<file path="src/rtl/core/asep_pkg.sv">
// Shared types, constants and helpers for the arc segment end pose block.
// No dependencies; every other file refers to this package by scoped names.

package asep_pkg;

	localparam int FRAC_BITS    = 16;
	localparam int CORDIC_STEPS = 20;

	// exact restoring divider: one quotient bit per stage
	localparam int DIV_STEPS = 32 + FRAC_BITS;
	localparam int DIV_W     = DIV_STEPS;
	localparam int Q_W       = DIV_W + 1;
	localparam int H_W       = Q_W + 1;
	localparam int SAT_W     = 68;
	localparam int RND_SHIFT = 30 - FRAC_BITS;

	// angle conversion stage, rotation steps, quadrant fold
	localparam int CORDIC_LAT = CORDIC_STEPS + 2;

	localparam int FIFO_DEPTH = 4;
	localparam int FIFO_AW    = $clog2(FIFO_DEPTH);

	// register file: one register, word index taken from paddr[2]
	localparam int   ADDR_W    = 3;
	localparam logic REG_LIMIT = 1'b0;

	localparam logic [30:0] LIMIT_RESET = 31'd65536;

	localparam logic [63:0] INV_TWO_PI   = 64'h28BE60DB9391054A;
	localparam logic [63:0] INV_TWO_PI_F = INV_TWO_PI >> FRAC_BITS;
	localparam logic [31:0] K_LO         = INV_TWO_PI[31:0];
	localparam logic [31:0] K_HI         = INV_TWO_PI[63:32];
	localparam logic [63:0] QUARTER_FWD  = 64'h4000000000000000;
	localparam logic [63:0] QUARTER_BACK = 64'hC000000000000000;

	localparam logic [32:0]        TWO_PI_Q30  = 33'd6746518852;
	localparam logic signed [31:0] CORDIC_GAIN = 32'sd652032874;
	localparam logic signed [66:0] HALF_Q30    = 67'sd536870912;

	localparam logic signed [SAT_W-1:0] S32_MAX = 68'sd2147483647;
	localparam logic signed [SAT_W-1:0] S32_MIN = -68'sd2147483648;

	typedef enum logic [1:0] {
		QUAD_0,
		QUAD_1,
		QUAD_2,
		QUAD_3
	} quad_t;

	// one classified segment as it waits between front and back
	typedef struct packed {
		logic signed [31:0] x0;
		logic signed [31:0] y0;
		logic signed [31:0] th;
		logic signed [31:0] ds;
		logic [31:0]        rmag;
		logic [31:0]        dmag;
		logic               straight;
		logic               qneg;
		logic               rpos;
		logic signed [31:0] rev_len;
	} asep_item_t;

	function automatic logic [29:0] atan_q30(input logic [4:0] idx);
		logic [29:0] v;
		case (idx)
			5'd0:    v = 30'd843314857;
			5'd1:    v = 30'd497837829;
			5'd2:    v = 30'd263043837;
			5'd3:    v = 30'd133525159;
			5'd4:    v = 30'd67021687;
			5'd5:    v = 30'd33543516;
			5'd6:    v = 30'd16775851;
			5'd7:    v = 30'd8388437;
			5'd8:    v = 30'd4194283;
			5'd9:    v = 30'd2097149;
			5'd10:   v = 30'd1048576;
			5'd11:   v = 30'd524288;
			5'd12:   v = 30'd262144;
			5'd13:   v = 30'd131072;
			5'd14:   v = 30'd65536;
			5'd15:   v = 30'd32768;
			5'd16:   v = 30'd16384;
			5'd17:   v = 30'd8192;
			5'd18:   v = 30'd4096;
			5'd19:   v = 30'd2048;
			5'd20:   v = 30'd1024;
			5'd21:   v = 30'd512;
			5'd22:   v = 30'd256;
			5'd23:   v = 30'd128;
			5'd24:   v = 30'd64;
			5'd25:   v = 30'd32;
			5'd26:   v = 30'd16;
			5'd27:   v = 30'd8;
			5'd28:   v = 30'd4;
			5'd29:   v = 30'd2;
			default: v = 30'd0;
		endcase
		return v;
	endfunction

	function automatic logic signed [31:0] sat32(input logic signed [SAT_W-1:0] v);
		logic signed [31:0] r;
		if (v > S32_MAX) begin
			r = 32'sh7FFFFFFF;
		end else if (v < S32_MIN) begin
			r = 32'sh80000000;
		end else begin
			r = v[31:0];
		end
		return r;
	endfunction

endpackage

</file>
<file path="src/rtl/core/asep_front.sv">
// Front end: limit register behind the APB port, input beat acceptance and
// segment classification (straight or arc, magnitudes, signs). Uses asep_pkg.

module asep_front (
	input  logic                       clk,
	input  logic                       arst_n,
	input  logic                       psel,
	input  logic                       penable,
	input  logic                       pwrite,
	input  logic [asep_pkg::ADDR_W-1:0] paddr,
	input  logic [31:0]                pwdata,
	output logic [31:0]                prdata,
	output logic                       pready,
	input  logic                       in_valid,
	output logic                       in_ready,
	input  logic signed [31:0]         start_x,
	input  logic signed [31:0]         start_y,
	input  logic signed [31:0]         start_heading,
	input  logic signed [31:0]         seg_length,
	input  logic signed [31:0]         turn_radius,
	input  logic                       q_full,
	output logic                       q_push,
	output asep_pkg::asep_item_t       q_item
);

	logic [30:0] limit_q;
	logic [31:0] rmag;
	logic [31:0] dmag;

	assign pready = 1'b1;

	always_ff @(posedge clk or negedge arst_n) begin
		if (!arst_n) begin
			limit_q <= asep_pkg::LIMIT_RESET;
		end else if (psel && penable && pwrite && paddr[2] == asep_pkg::REG_LIMIT) begin
			limit_q <= pwdata[30:0];
		end
	end

	always_comb begin
		if (paddr[2] == asep_pkg::REG_LIMIT) begin
			prdata = {1'b0, limit_q};
		end else begin
			prdata = 32'd0;
		end
	end

	assign in_ready = !q_full;
	assign q_push   = in_valid && !q_full;

	// most negative value maps to 2^31 in the unsigned magnitude
	always_comb begin
		if (turn_radius[31]) begin
			rmag = -turn_radius;
		end else begin
			rmag = turn_radius;
		end
		if (seg_length[31]) begin
			dmag = -seg_length;
		end else begin
			dmag = seg_length;
		end
	end

	always_comb begin
		q_item.x0       = start_x;
		q_item.y0       = start_y;
		q_item.th       = start_heading;
		q_item.ds       = seg_length;
		q_item.rmag     = rmag;
		q_item.dmag     = dmag;
		q_item.straight = (turn_radius == 32'sd0) || (rmag < {1'b0, limit_q});
		q_item.qneg     = seg_length[31] ^ turn_radius[31];
		q_item.rpos     = !turn_radius[31];
		if (seg_length == 32'sh80000000) begin
			q_item.rev_len = 32'sh7FFFFFFF;
		end else begin
			q_item.rev_len = -seg_length;
		end
	end

endmodule

</file>
<file path="config.mk">
export PLATFORM = sky130hd
export DESIGN_NAME = asep_front
export DESIGN_NICKNAME = d
export VERILOG_FILES = /design/src/rtl/core/asep_pkg.sv /design/src/rtl/core/asep_front.sv
export SDC_FILE = /design/constraint.sdc
export NUM_CORES = 1
export LEC_CHECK = 0
export BUFFER_PORTS_ARGS = -buffer_cell sky130_fd_sc_hd__buf_2
export CAP_MARGIN = 30
export CORE_AREA = 2 2 179 181
export CTS_BUF_LIST = sky130_fd_sc_hd__clkbuf_16
export CTS_CLUSTER_DIAMETER = 150
export DETAILED_ROUTE_END_ITERATION = 8
export DIE_AREA = 0 0 181 183
export GPL_TIMING_DRIVEN = 0
export SLEW_MARGIN = 40
export SYNTH_ARGS = -nofsm -noshare
export SYNTH_HDL_FRONTEND = slang
export SYNTH_SLANG_ARGS = --single-unit
</file>
<file path="constraint.sdc">
create_clock -name clk -period 6.7 [get_ports clk]
set_clock_uncertainty 0.1 [all_clocks]
set_input_delay 0.335 -clock clk [delete_from_list [all_inputs] [get_ports clk]]
set_output_delay 0.335 -clock clk [all_outputs]
set_load 0.005 [all_outputs]
</file>
==> run metrics <==
Power Density=139 mW/mm^2; critical path capture point type=output pin; I/O pin total=464; max reg flops=31; CTS tree=done; post-synth cell types=54; Resized Gates After CTS=0; Yosys reg bits=31; wire length per cell=15.3 um; Worst VDD drop=0.116 mV; DR iter-0 viols=195; ys async rst share=1.00; slowest CP cell=or4b_2; RSZ-0062 raised after global routing=no; Total Routing Usage GR=0.120; worst path cell trace=buf_2 -> inv_1 -> ha_1 -> or4b_2 -> nor3_1 -> nand2_1 -> o31ai_1 -> xnor2_1 -> ha_1 -> nand4_1 -> nor4_1 -> o221ai_1 -> a31oi_1 -> o21ai_0 -> buf_2; Remaining DRCs=0; Core Box Area=0.0312 mm^2; Hold Path Class=in2reg; largest register by flop count=limit_q; overall power=1.03 mW; vias in the first global route=5282; worst path bufs/invs=3; area of the mapped netlist=0.00492 mm^2; post-cts hold buffer count=1; Post-synth EDFFs=0; Final Hold Vio Count=0; hpwl dp=19.1 mm; CP delay by family, top=simple AND/OR/NAND/NOR gates; dpl cell area=0.00727 mm^2; Core Rows=65; Worst R2R Setup Slack=5830 ps; worst hold stages=2; gpl congestion=0.819; Final Net Count=1236; reg2reg end=limit_q[0]; slew at the pin closest to its max-slew limit=782 ps; Max Cap Violations=0; WP data arrival=4300 ps; CP Max Fanout=5; Root Buffer=clkbuf_16; dpl ws=1970 ps; Clk pin slew, worst setup/hold paths=60 ps; Syn Inst Count=631; Setup Buffers After CTS=0; final WL=21.4 mm; area of the multi-input gates=0.00294 mm^2; fin. max-slew vios=0; Die Ht=183 um; Peak Freq=0.211 GHz; R2R depth=1; top flop regs=limit_q x31; number of detailed-routing iterations run before antenna repair=4; WP data required=6260 ps; Register Area=777 um^2; clock sink count=31; vias per inst=3.90; Initial Utilization=0.157; CTS buffer count=5; Routed Antenna Nets=0; syn_nets=866; Yosys warning count=0; Pleak=3.97 nW; Die ar.=0.0331 mm^2; worst hold start=pwdata[30]; placed insts=1395; type of the worst setup path=in2out; I/O Buffers=361; GR Overflow Total=0; area delta synth->final=51.0%; Fin Setup TNS=0 ps; WHS Endpoint=limit_q[30]; fin crit share=0.707; crit-path max cell delay=640 ps; status=complete, no violations; Seq/Total Area, Yosys=0.158; initial antenna violation count=3; first-pass GRT wire length=30.6 mm; vias=5478; post-route cell area=0.00742 mm^2; Layout Cells excl Fill=1405; CTS H-tree depth=2; Die W=181 um; Avg Inst Size Synth=7.79 um^2; prevailing post-synth register cell=dfrtp_1; Worst R2R Start=limit_q[0]; Final WS setup=1960 ps; pin count of the biggest net entering global routing=18; max_slew headroom=0.474; CP startpoint kind=primary input; # fillers=3500; Clock Tree Buf Depth=2; minimum clock period after layout=4740 ps; share of layout cells above drive strength 1=0.554; clk_lat worst skew=280 ps; final setup fails=0
-- cell type report --
type | instances | area share
Sequential cell | 31 | 0.105
Clock buffer | 5 | 0.0169
Inverter | 38 | 0.0192
Antenna cell | 1 | 0.000337
Timing Repair Buffer | 363 | 0.248
Buffer | 150 | 0.145
Multi-Input combinational cell | 412 | 0.396
Tap cell | 402 | 0.0678
Clock inverter | 3 | 0.00219
-- cells by family (layout without fill, tap and decap cells) --
family                     after synthesis  in the layout  share of synthesized area
and+or+nand+nor                        206            206                      0.217
buffers and inverters                  188            559                      0.247
xor gates and xnor gates                86             86                      0.153
AOI/OAI and AO/OA                       54             54                     0.0677
adders and majority gates               33             33                     0.0840
muxes                                   31             31                     0.0710
DFF                                     31             31                      0.158
other                                    2              3                    0.00153
-- where the power goes --
part	leakage (nW)	switching [mW]	internal [mW]
sequential	0.371	0.0194	0.230
combinational	3.53	0.272	0.282
clock	0.0710	0.0946	0.136
total	3.97	0.386	0.647
-- routing by layer --
metal | routed length [um] | track usage
met1 | 8040 | 0.130
met4 | 228 | 0.0205
met2 | 11400 | 0.236
met3 | 1770 | 0.0324
met5 | 32 | 0
-- how the worst max path moves through the flow --
| stage | from | endpoint | slack, ps | cells past startpoint |
|---|---|---|---|---|
| after global placement | turn_radius[0] | q_item[34] | 1950 | 15 |
| final | turn_radius[0] | q_item[34] | 1960 | 15 |
| after detailed placement | turn_radius[0] | q_item[34] | 1970 | 15 |
| after CTS | turn_radius[0] | q_item[34] | 1950 | 15 |
| after floorplan | turn_radius[0] | q_item[34] | 3190 | 13 |
| after global routing | turn_radius[0] | q_item[34] | 1620 | 15 |
-- cells in the final DEF, fill, tap and decap left out, types with 3 or more instances in the layout --
master and count:
ha_1 33, o41ai_1 4, xnor2_1 74, or3_1 10
xor2_1 12, nand2_1 78, buf_4 132, buf_2 366
a21oi_1 13, mux2_2 31, or2_2 4, nor2_1 44
dfrtp_1 30, inv_1 39, nand2b_1 11, a21o_1 3
nor4_1 5, buf_1 4, o31ai_1 7, nand3b_1 3
nand3_1 6, nor3_1 9, nand4_1 6, or4_1 6
nor4_4 3, clkbuf_1 7, clkbuf_16 5, o21ai_0 19
-- stage by stage --
stage / util / hold slack (ps)
3_5_place_dp: 0.233 / 227
5_1_grt: 0.238 / 171
6_report: 0.238 / 177
3_3_place_gp: 0.231 / 381
2_1_floorplan: - / -60.6
4_1_cts: 0.238 / 161
-- synthesized netlist by cell type, types with 11 or more instances --
| master | number | share of area |
|---|---|---|
| buf_4 | 132 | 0.20 |
| nand2_1 | 78 | 0.060 |
| xnor2_1 | 74 | 0.13 |
| xor2_1 | 12 | 0.021 |
| nor2_1 | 44 | 0.034 |
| o21ai_0 | 19 | 0.019 |
| nand2b_1 | 11 | 0.014 |
| a21oi_1 | 13 | 0.013 |
| ha_1 | 33 | 0.084 |
| inv_1 | 38 | 0.029 |
| dfrtp_1 | 30 | 0.15 |
| mux2_2 | 31 | 0.071 |
Note: power is estimated with default switching activity, not from simulation.
