===== src/rtl/core/asep_pkg.sv =====
// Shared types, constants and helpers for the arc segment end pose block.
// No dependencies; every other file refers to this package by scoped names.

package asep_pkg;

	localparam int FRAC_BITS    = 16;
	localparam int CORDIC_STEPS = 20;

	// exact restoring divider: one quotient bit per stage
	localparam int DIV_STEPS = 32 + FRAC_BITS;
	localparam int DIV_W     = DIV_STEPS;
	localparam int Q_W       = DIV_W + 1;
	localparam int H_W       = Q_W + 1;
	localparam int SAT_W     = 68;
	localparam int RND_SHIFT = 30 - FRAC_BITS;

	// angle conversion stage, rotation steps, quadrant fold
	localparam int CORDIC_LAT = CORDIC_STEPS + 2;

	localparam int FIFO_DEPTH = 4;
	localparam int FIFO_AW    = $clog2(FIFO_DEPTH);

	// register file: one register, word index taken from paddr[2]
	localparam int   ADDR_W    = 3;
	localparam logic REG_LIMIT = 1'b0;

	localparam logic [30:0] LIMIT_RESET = 31'd65536;

	localparam logic [63:0] INV_TWO_PI   = 64'h28BE60DB9391054A;
	localparam logic [63:0] INV_TWO_PI_F = INV_TWO_PI >> FRAC_BITS;
	localparam logic [31:0] K_LO         = INV_TWO_PI[31:0];
	localparam logic [31:0] K_HI         = INV_TWO_PI[63:32];
	localparam logic [63:0] QUARTER_FWD  = 64'h4000000000000000;
	localparam logic [63:0] QUARTER_BACK = 64'hC000000000000000;

	localparam logic [32:0]        TWO_PI_Q30  = 33'd6746518852;
	localparam logic signed [31:0] CORDIC_GAIN = 32'sd652032874;
	localparam logic signed [66:0] HALF_Q30    = 67'sd536870912;

	localparam logic signed [SAT_W-1:0] S32_MAX = 68'sd2147483647;
	localparam logic signed [SAT_W-1:0] S32_MIN = -68'sd2147483648;

	typedef enum logic [1:0] {
		QUAD_0,
		QUAD_1,
		QUAD_2,
		QUAD_3
	} quad_t;

	// one classified segment as it waits between front and back
	typedef struct packed {
		logic signed [31:0] x0;
		logic signed [31:0] y0;
		logic signed [31:0] th;
		logic signed [31:0] ds;
		logic [31:0]        rmag;
		logic [31:0]        dmag;
		logic               straight;
		logic               qneg;
		logic               rpos;
		logic signed [31:0] rev_len;
	} asep_item_t;

	function automatic logic [29:0] atan_q30(input logic [4:0] idx);
		logic [29:0] v;
		case (idx)
			5'd0:    v = 30'd843314857;
			5'd1:    v = 30'd497837829;
			5'd2:    v = 30'd263043837;
			5'd3:    v = 30'd133525159;
			5'd4:    v = 30'd67021687;
			5'd5:    v = 30'd33543516;
			5'd6:    v = 30'd16775851;
			5'd7:    v = 30'd8388437;
			5'd8:    v = 30'd4194283;
			5'd9:    v = 30'd2097149;
			5'd10:   v = 30'd1048576;
			5'd11:   v = 30'd524288;
			5'd12:   v = 30'd262144;
			5'd13:   v = 30'd131072;
			5'd14:   v = 30'd65536;
			5'd15:   v = 30'd32768;
			5'd16:   v = 30'd16384;
			5'd17:   v = 30'd8192;
			5'd18:   v = 30'd4096;
			5'd19:   v = 30'd2048;
			5'd20:   v = 30'd1024;
			5'd21:   v = 30'd512;
			5'd22:   v = 30'd256;
			5'd23:   v = 30'd128;
			5'd24:   v = 30'd64;
			5'd25:   v = 30'd32;
			5'd26:   v = 30'd16;
			5'd27:   v = 30'd8;
			5'd28:   v = 30'd4;
			5'd29:   v = 30'd2;
			default: v = 30'd0;
		endcase
		return v;
	endfunction

	function automatic logic signed [31:0] sat32(input logic signed [SAT_W-1:0] v);
		logic signed [31:0] r;
		if (v > S32_MAX) begin
			r = 32'sh7FFFFFFF;
		end else if (v < S32_MIN) begin
			r = 32'sh80000000;
		end else begin
			r = v[31:0];
		end
		return r;
	endfunction

endpackage


===== src/rtl/core/asep_fifo.sv =====
// Short queue of classified segments between front and back.
// Depends on asep_pkg for the item type and depth.

module asep_fifo (
	input  logic                 clk,
	input  logic                 arst_n,
	input  logic                 push,
	input  asep_pkg::asep_item_t push_item,
	output logic                 full,
	input  logic                 pop,
	output logic                 not_empty,
	output asep_pkg::asep_item_t pop_item
);

	asep_pkg::asep_item_t mem_q [asep_pkg::FIFO_DEPTH];

	logic [asep_pkg::FIFO_AW-1:0] wr_ptr_q;
	logic [asep_pkg::FIFO_AW-1:0] rd_ptr_q;
	logic [asep_pkg::FIFO_AW:0]   cnt_q;

	assign full      = cnt_q == (asep_pkg::FIFO_AW+1)'(asep_pkg::FIFO_DEPTH);
	assign not_empty = cnt_q != '0;
	assign pop_item  = mem_q[rd_ptr_q];

	always_ff @(posedge clk) begin
		if (push) begin
			mem_q[wr_ptr_q] <= push_item;
		end
	end

	always_ff @(posedge clk or negedge arst_n) begin
		if (!arst_n) begin
			wr_ptr_q <= '0;
			rd_ptr_q <= '0;
			cnt_q    <= '0;
		end else begin
			if (push) begin
				wr_ptr_q <= wr_ptr_q + 1'b1;
			end
			if (pop) begin
				rd_ptr_q <= rd_ptr_q + 1'b1;
			end
			if (push && !pop) begin
				cnt_q <= cnt_q + 1'b1;
			end else if (pop && !push) begin
				cnt_q <= cnt_q - 1'b1;
			end
		end
	end

endmodule


===== config.mk =====
export PLATFORM = sky130hd
export DESIGN_NAME = asep_fifo
export DESIGN_NICKNAME = d
export VERILOG_FILES = /design/src/rtl/core/asep_pkg.sv /design/src/rtl/core/asep_fifo.sv
export SDC_FILE = /design/constraint.sdc
export NUM_CORES = 1
export LEC_CHECK = 0
export BUFFER_PORTS_ARGS = -buffer_cell sky130_fd_sc_hd__buf_2
export CAP_MARGIN = 40
export CORE_MARGIN = 5
export CORE_UTILIZATION = 55
export DETAILED_ROUTE_END_ITERATION = 16
export PLACE_DENSITY = 0.77
export SYNTH_ARGS = -nofsm -noshare
export SYNTH_HDL_FRONTEND = slang
export SYNTH_SLANG_ARGS = --single-unit

===== constraint.sdc =====
create_clock -name clk -period 17.7 [get_ports clk]
set_clock_uncertainty 0.05 [all_clocks]
set_input_delay 1.77 -clock clk [delete_from_list [all_inputs] [get_ports clk]]
set_output_delay 1.77 -clock clk [all_outputs]
set_load 0.02 [all_outputs]

==> impl_metrics.sql <==
INSERT INTO impl_metrics (metric_group, metric, value, unit) VALUES
('run_status', 'status', 'finished clean', ''),
('yosys', 'yosys_most_used_dff', 'sky130_fd_sc_hd__edfxtp_1', ''),
('grt', 'antenna_found_initial', '31', ''),
('placed_design', 'finalWeightedCongestion', '0.747', ''),
('sta', 'setup_repair_after_global_routing_missed_its_margin', 'false', ''),
('clock_network', 'cts_tree', 'built', ''),
('clock_network', 'ctsHtreeMaxLevel', '3', ''),
('min_path', 'holdCritStartpoint', 'cnt_q[2]$_DFFE_PN0P_', ''),
('setup_path', 'worstPathArrival', '3930', 'ps'),
('setup_path', 'reg2regPathDepth', '6', ''),
('power_and_ir_drop', 'total_power', '7.08', 'mW'),
('placed_design', 'dp.cells', '2440', ''),
('sta', 'report.final.setup_viol', '0', ''),
('setup_path', 'worstReg2RegEnd', 'mem_q[2][123]$_DFFE_PP_', ''),
('die', 'total_die_area', '0.0657', 'mm2'),
('clock_network', 'insertion_delay', '620', 'ps'),
('finish', 'register_area', '0.0274', 'mm2'),
('yosys', 'post-synth-top-area-fraction', '0.817', ''),
('die', 'floorplan.die.height', '256', 'um'),
('finish', 'fin_util', '0.658', ''),
('sta', 'max_slew.worst_pin.slew', '1160', 'ps'),
('sta', 'number_of_max_slew_violations_in_the_final_report', '0', ''),
('yosys', 'warnings_synthesis', '0', ''),
('yosys', 'yosys.area.top_type', 'sky130_fd_sc_hd__edfxtp_1', ''),
('grt', 'grt_max_degree', '110', ''),
('routing', 'vias_per_cell', '5.75', ''),
('setup_path', 'critical_path_peak_fanout', '109', ''),
('sta', 'worst_hold_slack', '461', 'ps'),
('sta', 'worst_slew_margin_rel', '0.227', ''),
('min_path', 'timing.hold.worst_path_depth', '1', ''),
('routing', 'finalWirelength', '67800', 'um'),
('yosys', 'synth.net_count', '1457', ''),
('clock_network', 'ctsHoldBuffers', '0', ''),
('sta', 'fin_setup_tns', '0', 'ps'),
('setup_path', 'worstSetupStartpointType', 'flip-flop', ''),
('sta', 'finalHoldViolations', '0', ''),
('sta', 'max_fclk', '174', 'MHz'),
('finish', 'synthToLayoutAreaGrowth', '18.8', '%'),
('setup_path', 'critical-path-max-stage-delay', '860', 'ps'),
('yosys', 'post_synth_num_cell_types', '20', ''),
('clock_network', 'post-cts-setup-buffers', '0', ''),
('yosys', 'synth-seq-area-share', '0.822', ''),
('yosys', 'synthTopCellsByArea', 'sky130_fd_sc_hd__edfxtp_1 (82%), sky130_fd_sc_hd__mux4_2 (15%), sky130_fd_sc_hd__buf_12 (1.3%), sky130_fd_sc_hd__dfrtp_1 (0.52%), sky130_fd_sc_hd__buf_2 (0.34%)', ''),
('yosys', 'synth.most_common_cell', 'sky130_fd_sc_hd__edfxtp_1', ''),
('yosys', 'syn_inst', '1220', ''),
('clock_network', 'clk_root_buffer_cell', 'sky130_fd_sc_hd__clkbuf_16', ''),
('die', 'floorplan.die.width', '256', 'um'),
('grt', 'first_global_vias', '16100', ''),
('placed_design', 'buffer_ports.inserted', '459', ''),
('finish', 'filler_cell_count', '3668', ''),
('routing', 'initialDrtViolationCount', '1248', ''),
('sta', 'period_share', '0.325', ''),
('yosys', 'netlist_top_cells_count', 'sky130_fd_sc_hd__edfxtp_1 (908), sky130_fd_sc_hd__mux4_2 (227), sky130_fd_sc_hd__buf_2 (23)', ''),
('finish', 'multi_input_area', '0.00532', 'mm2'),
('yosys', 'postSynthRegisterBits', '915', ''),
('clock_network', 'cts.path.max_buffers', '3', ''),
('setup_path', 'slowest_cell_on_the_critical_path', 'sky130_fd_sc_hd__dfrtp_4', ''),
('power_and_ir_drop', 'static-leakage-power', '13.5', 'nW'),
('yosys', 'syn-mean-instance-area', '27.4', 'um2'),
('yosys', 'post_synth_instance_area', '0.0334', 'mm2'),
('routing', 'route.detailed.wl_per_inst', '25.9', 'um'),
('clock_network', 'cts_buffers', '87', ''),
('die', 'core.rowCount', '90', ''),
('min_path', 'worstHoldEndpoint', 'cnt_q[2]$_DFFE_PN0P_', ''),
('die', 'fp.coreArea', '0.0602', 'mm2'),
('routing', 'drc_errors', '0', ''),
('die', 'io_pins', '460', ''),
('yosys', 'synth-edff-count', '908', ''),
('routing', 'first_pass_iters', '5', ''),
('routing', 'detail-route-antenna-nets', '0', ''),
('sta', 'min_period', '5750', 'ps');
-- logic make-up (layout without fill, tap and decap cells) --
family,after synthesis,after routing,share of synthesized area
DFF,915,915,0.822
muxes,228,228,0.154
buffers and inverters,55,656,0.0186
and+or+nand+nor,9,9,0.00150
adders and majority gates,6,6,0.00247
xor gates and xnor gates,6,6,0.00157
AOI/OAI and AO/OA,1,1,0.000150
other,0,19,0
-- layout make-up --
cell class / instances / share of cell area
diodes: 19 / 0.00120
multi-input cells: 250 / 0.134
flip-flops and latches: 915 / 0.693
inverters: 4 / 0.000379
repair buffers: 489 / 0.0696
clock buffers: 109 / 0.0586
well taps: 782 / 0.0247
clock inverters: 54 / 0.0186
-- power breakdown --
group / internal, mW / switching (mW)
Sequential: 2.83 / 0.134
Combinational: 0.859 / 1.30
Clock: 1.17 / 0.778
Total: 4.86 / 2.22
-- worst max-delay path by stage --
stage / start / end / slack, ps / cells after the start
after floorplan: push / mem_q[1][0]$_DFFE_PP_ / 10130 / 1
after global placement: rd_ptr_q[0]$_DFFE_PN0P_ / pop_item[82] / 12350 / 4
after detailed placement: rd_ptr_q[0]$_DFFE_PN0P_ / pop_item[195] / 12550 / 5
after CTS: rd_ptr_q[0]$_DFFE_PN0P_ / pop_item[141] / 11840 / 5
after global routing: rd_ptr_q[0]$_DFFE_PN0P_ / pop_item[200] / 11620 / 5
final: rd_ptr_q[0]$_DFFE_PN0P_ / pop_item[210] / 11950 / 5
-- cell usage in the layout (no fill, tap or decap), types with 4 or more instances in the layout --
cell type / instances
sky130_fd_sc_hd__clkinv_1: 13
sky130_fd_sc_hd__buf_4: 17
sky130_fd_sc_hd__clkinvlp_4: 5
sky130_fd_sc_hd__clkinv_2: 11
sky130_fd_sc_hd__clkbuf_1: 18
sky130_fd_sc_hd__clkbuf_16: 89
sky130_fd_sc_hd__and2_4: 4
sky130_fd_sc_hd__dfrtp_1: 5
sky130_fd_sc_hd__inv_1: 4
sky130_fd_sc_hd__mux4_2: 227
sky130_fd_sc_hd__buf_16: 10
sky130_fd_sc_hd__ha_1: 5
sky130_fd_sc_hd__bufinv_16: 16
sky130_fd_sc_hd__buf_2: 459
sky130_fd_sc_hd__diode_2: 19
sky130_fd_sc_hd__edfxtp_1: 908
sky130_fd_sc_hd__xor2_1: 4
-- registers in the layout, summed over array words and instances, names as in the netlist --
| signal | count |
|---|---|
| mem_q | 908 |
| cnt_q | 3 |
| rd_ptr_q | 2 |
| wr_ptr_q | 2 |
-- layer usage --
metal,GRT usage,vias to the layer above,routed length [um]
met2,0.338,605,34700
met5,0,-,233
met1,0.270,7902,25000
li1,-,6423,-
met4,0.0543,36,1310
met3,0.0698,114,6580
-- stage by stage --
stage               cell area [um2]  setup WS, ps
global route                  39600         11620
finish                        39600         11950
floorplan                     33400         10130
global placement              36200         12350
detailed placement            36500         12550
CTS                           39600         11840
-- worst max-delay path, delay by kind of cell (launching register included) --
family,cells,cell delay (ps)
flip-flops,1,860
buffers and inverters,4,1390
multiplexers,1,630
Note: power is estimated with default switching activity, not from simulation.
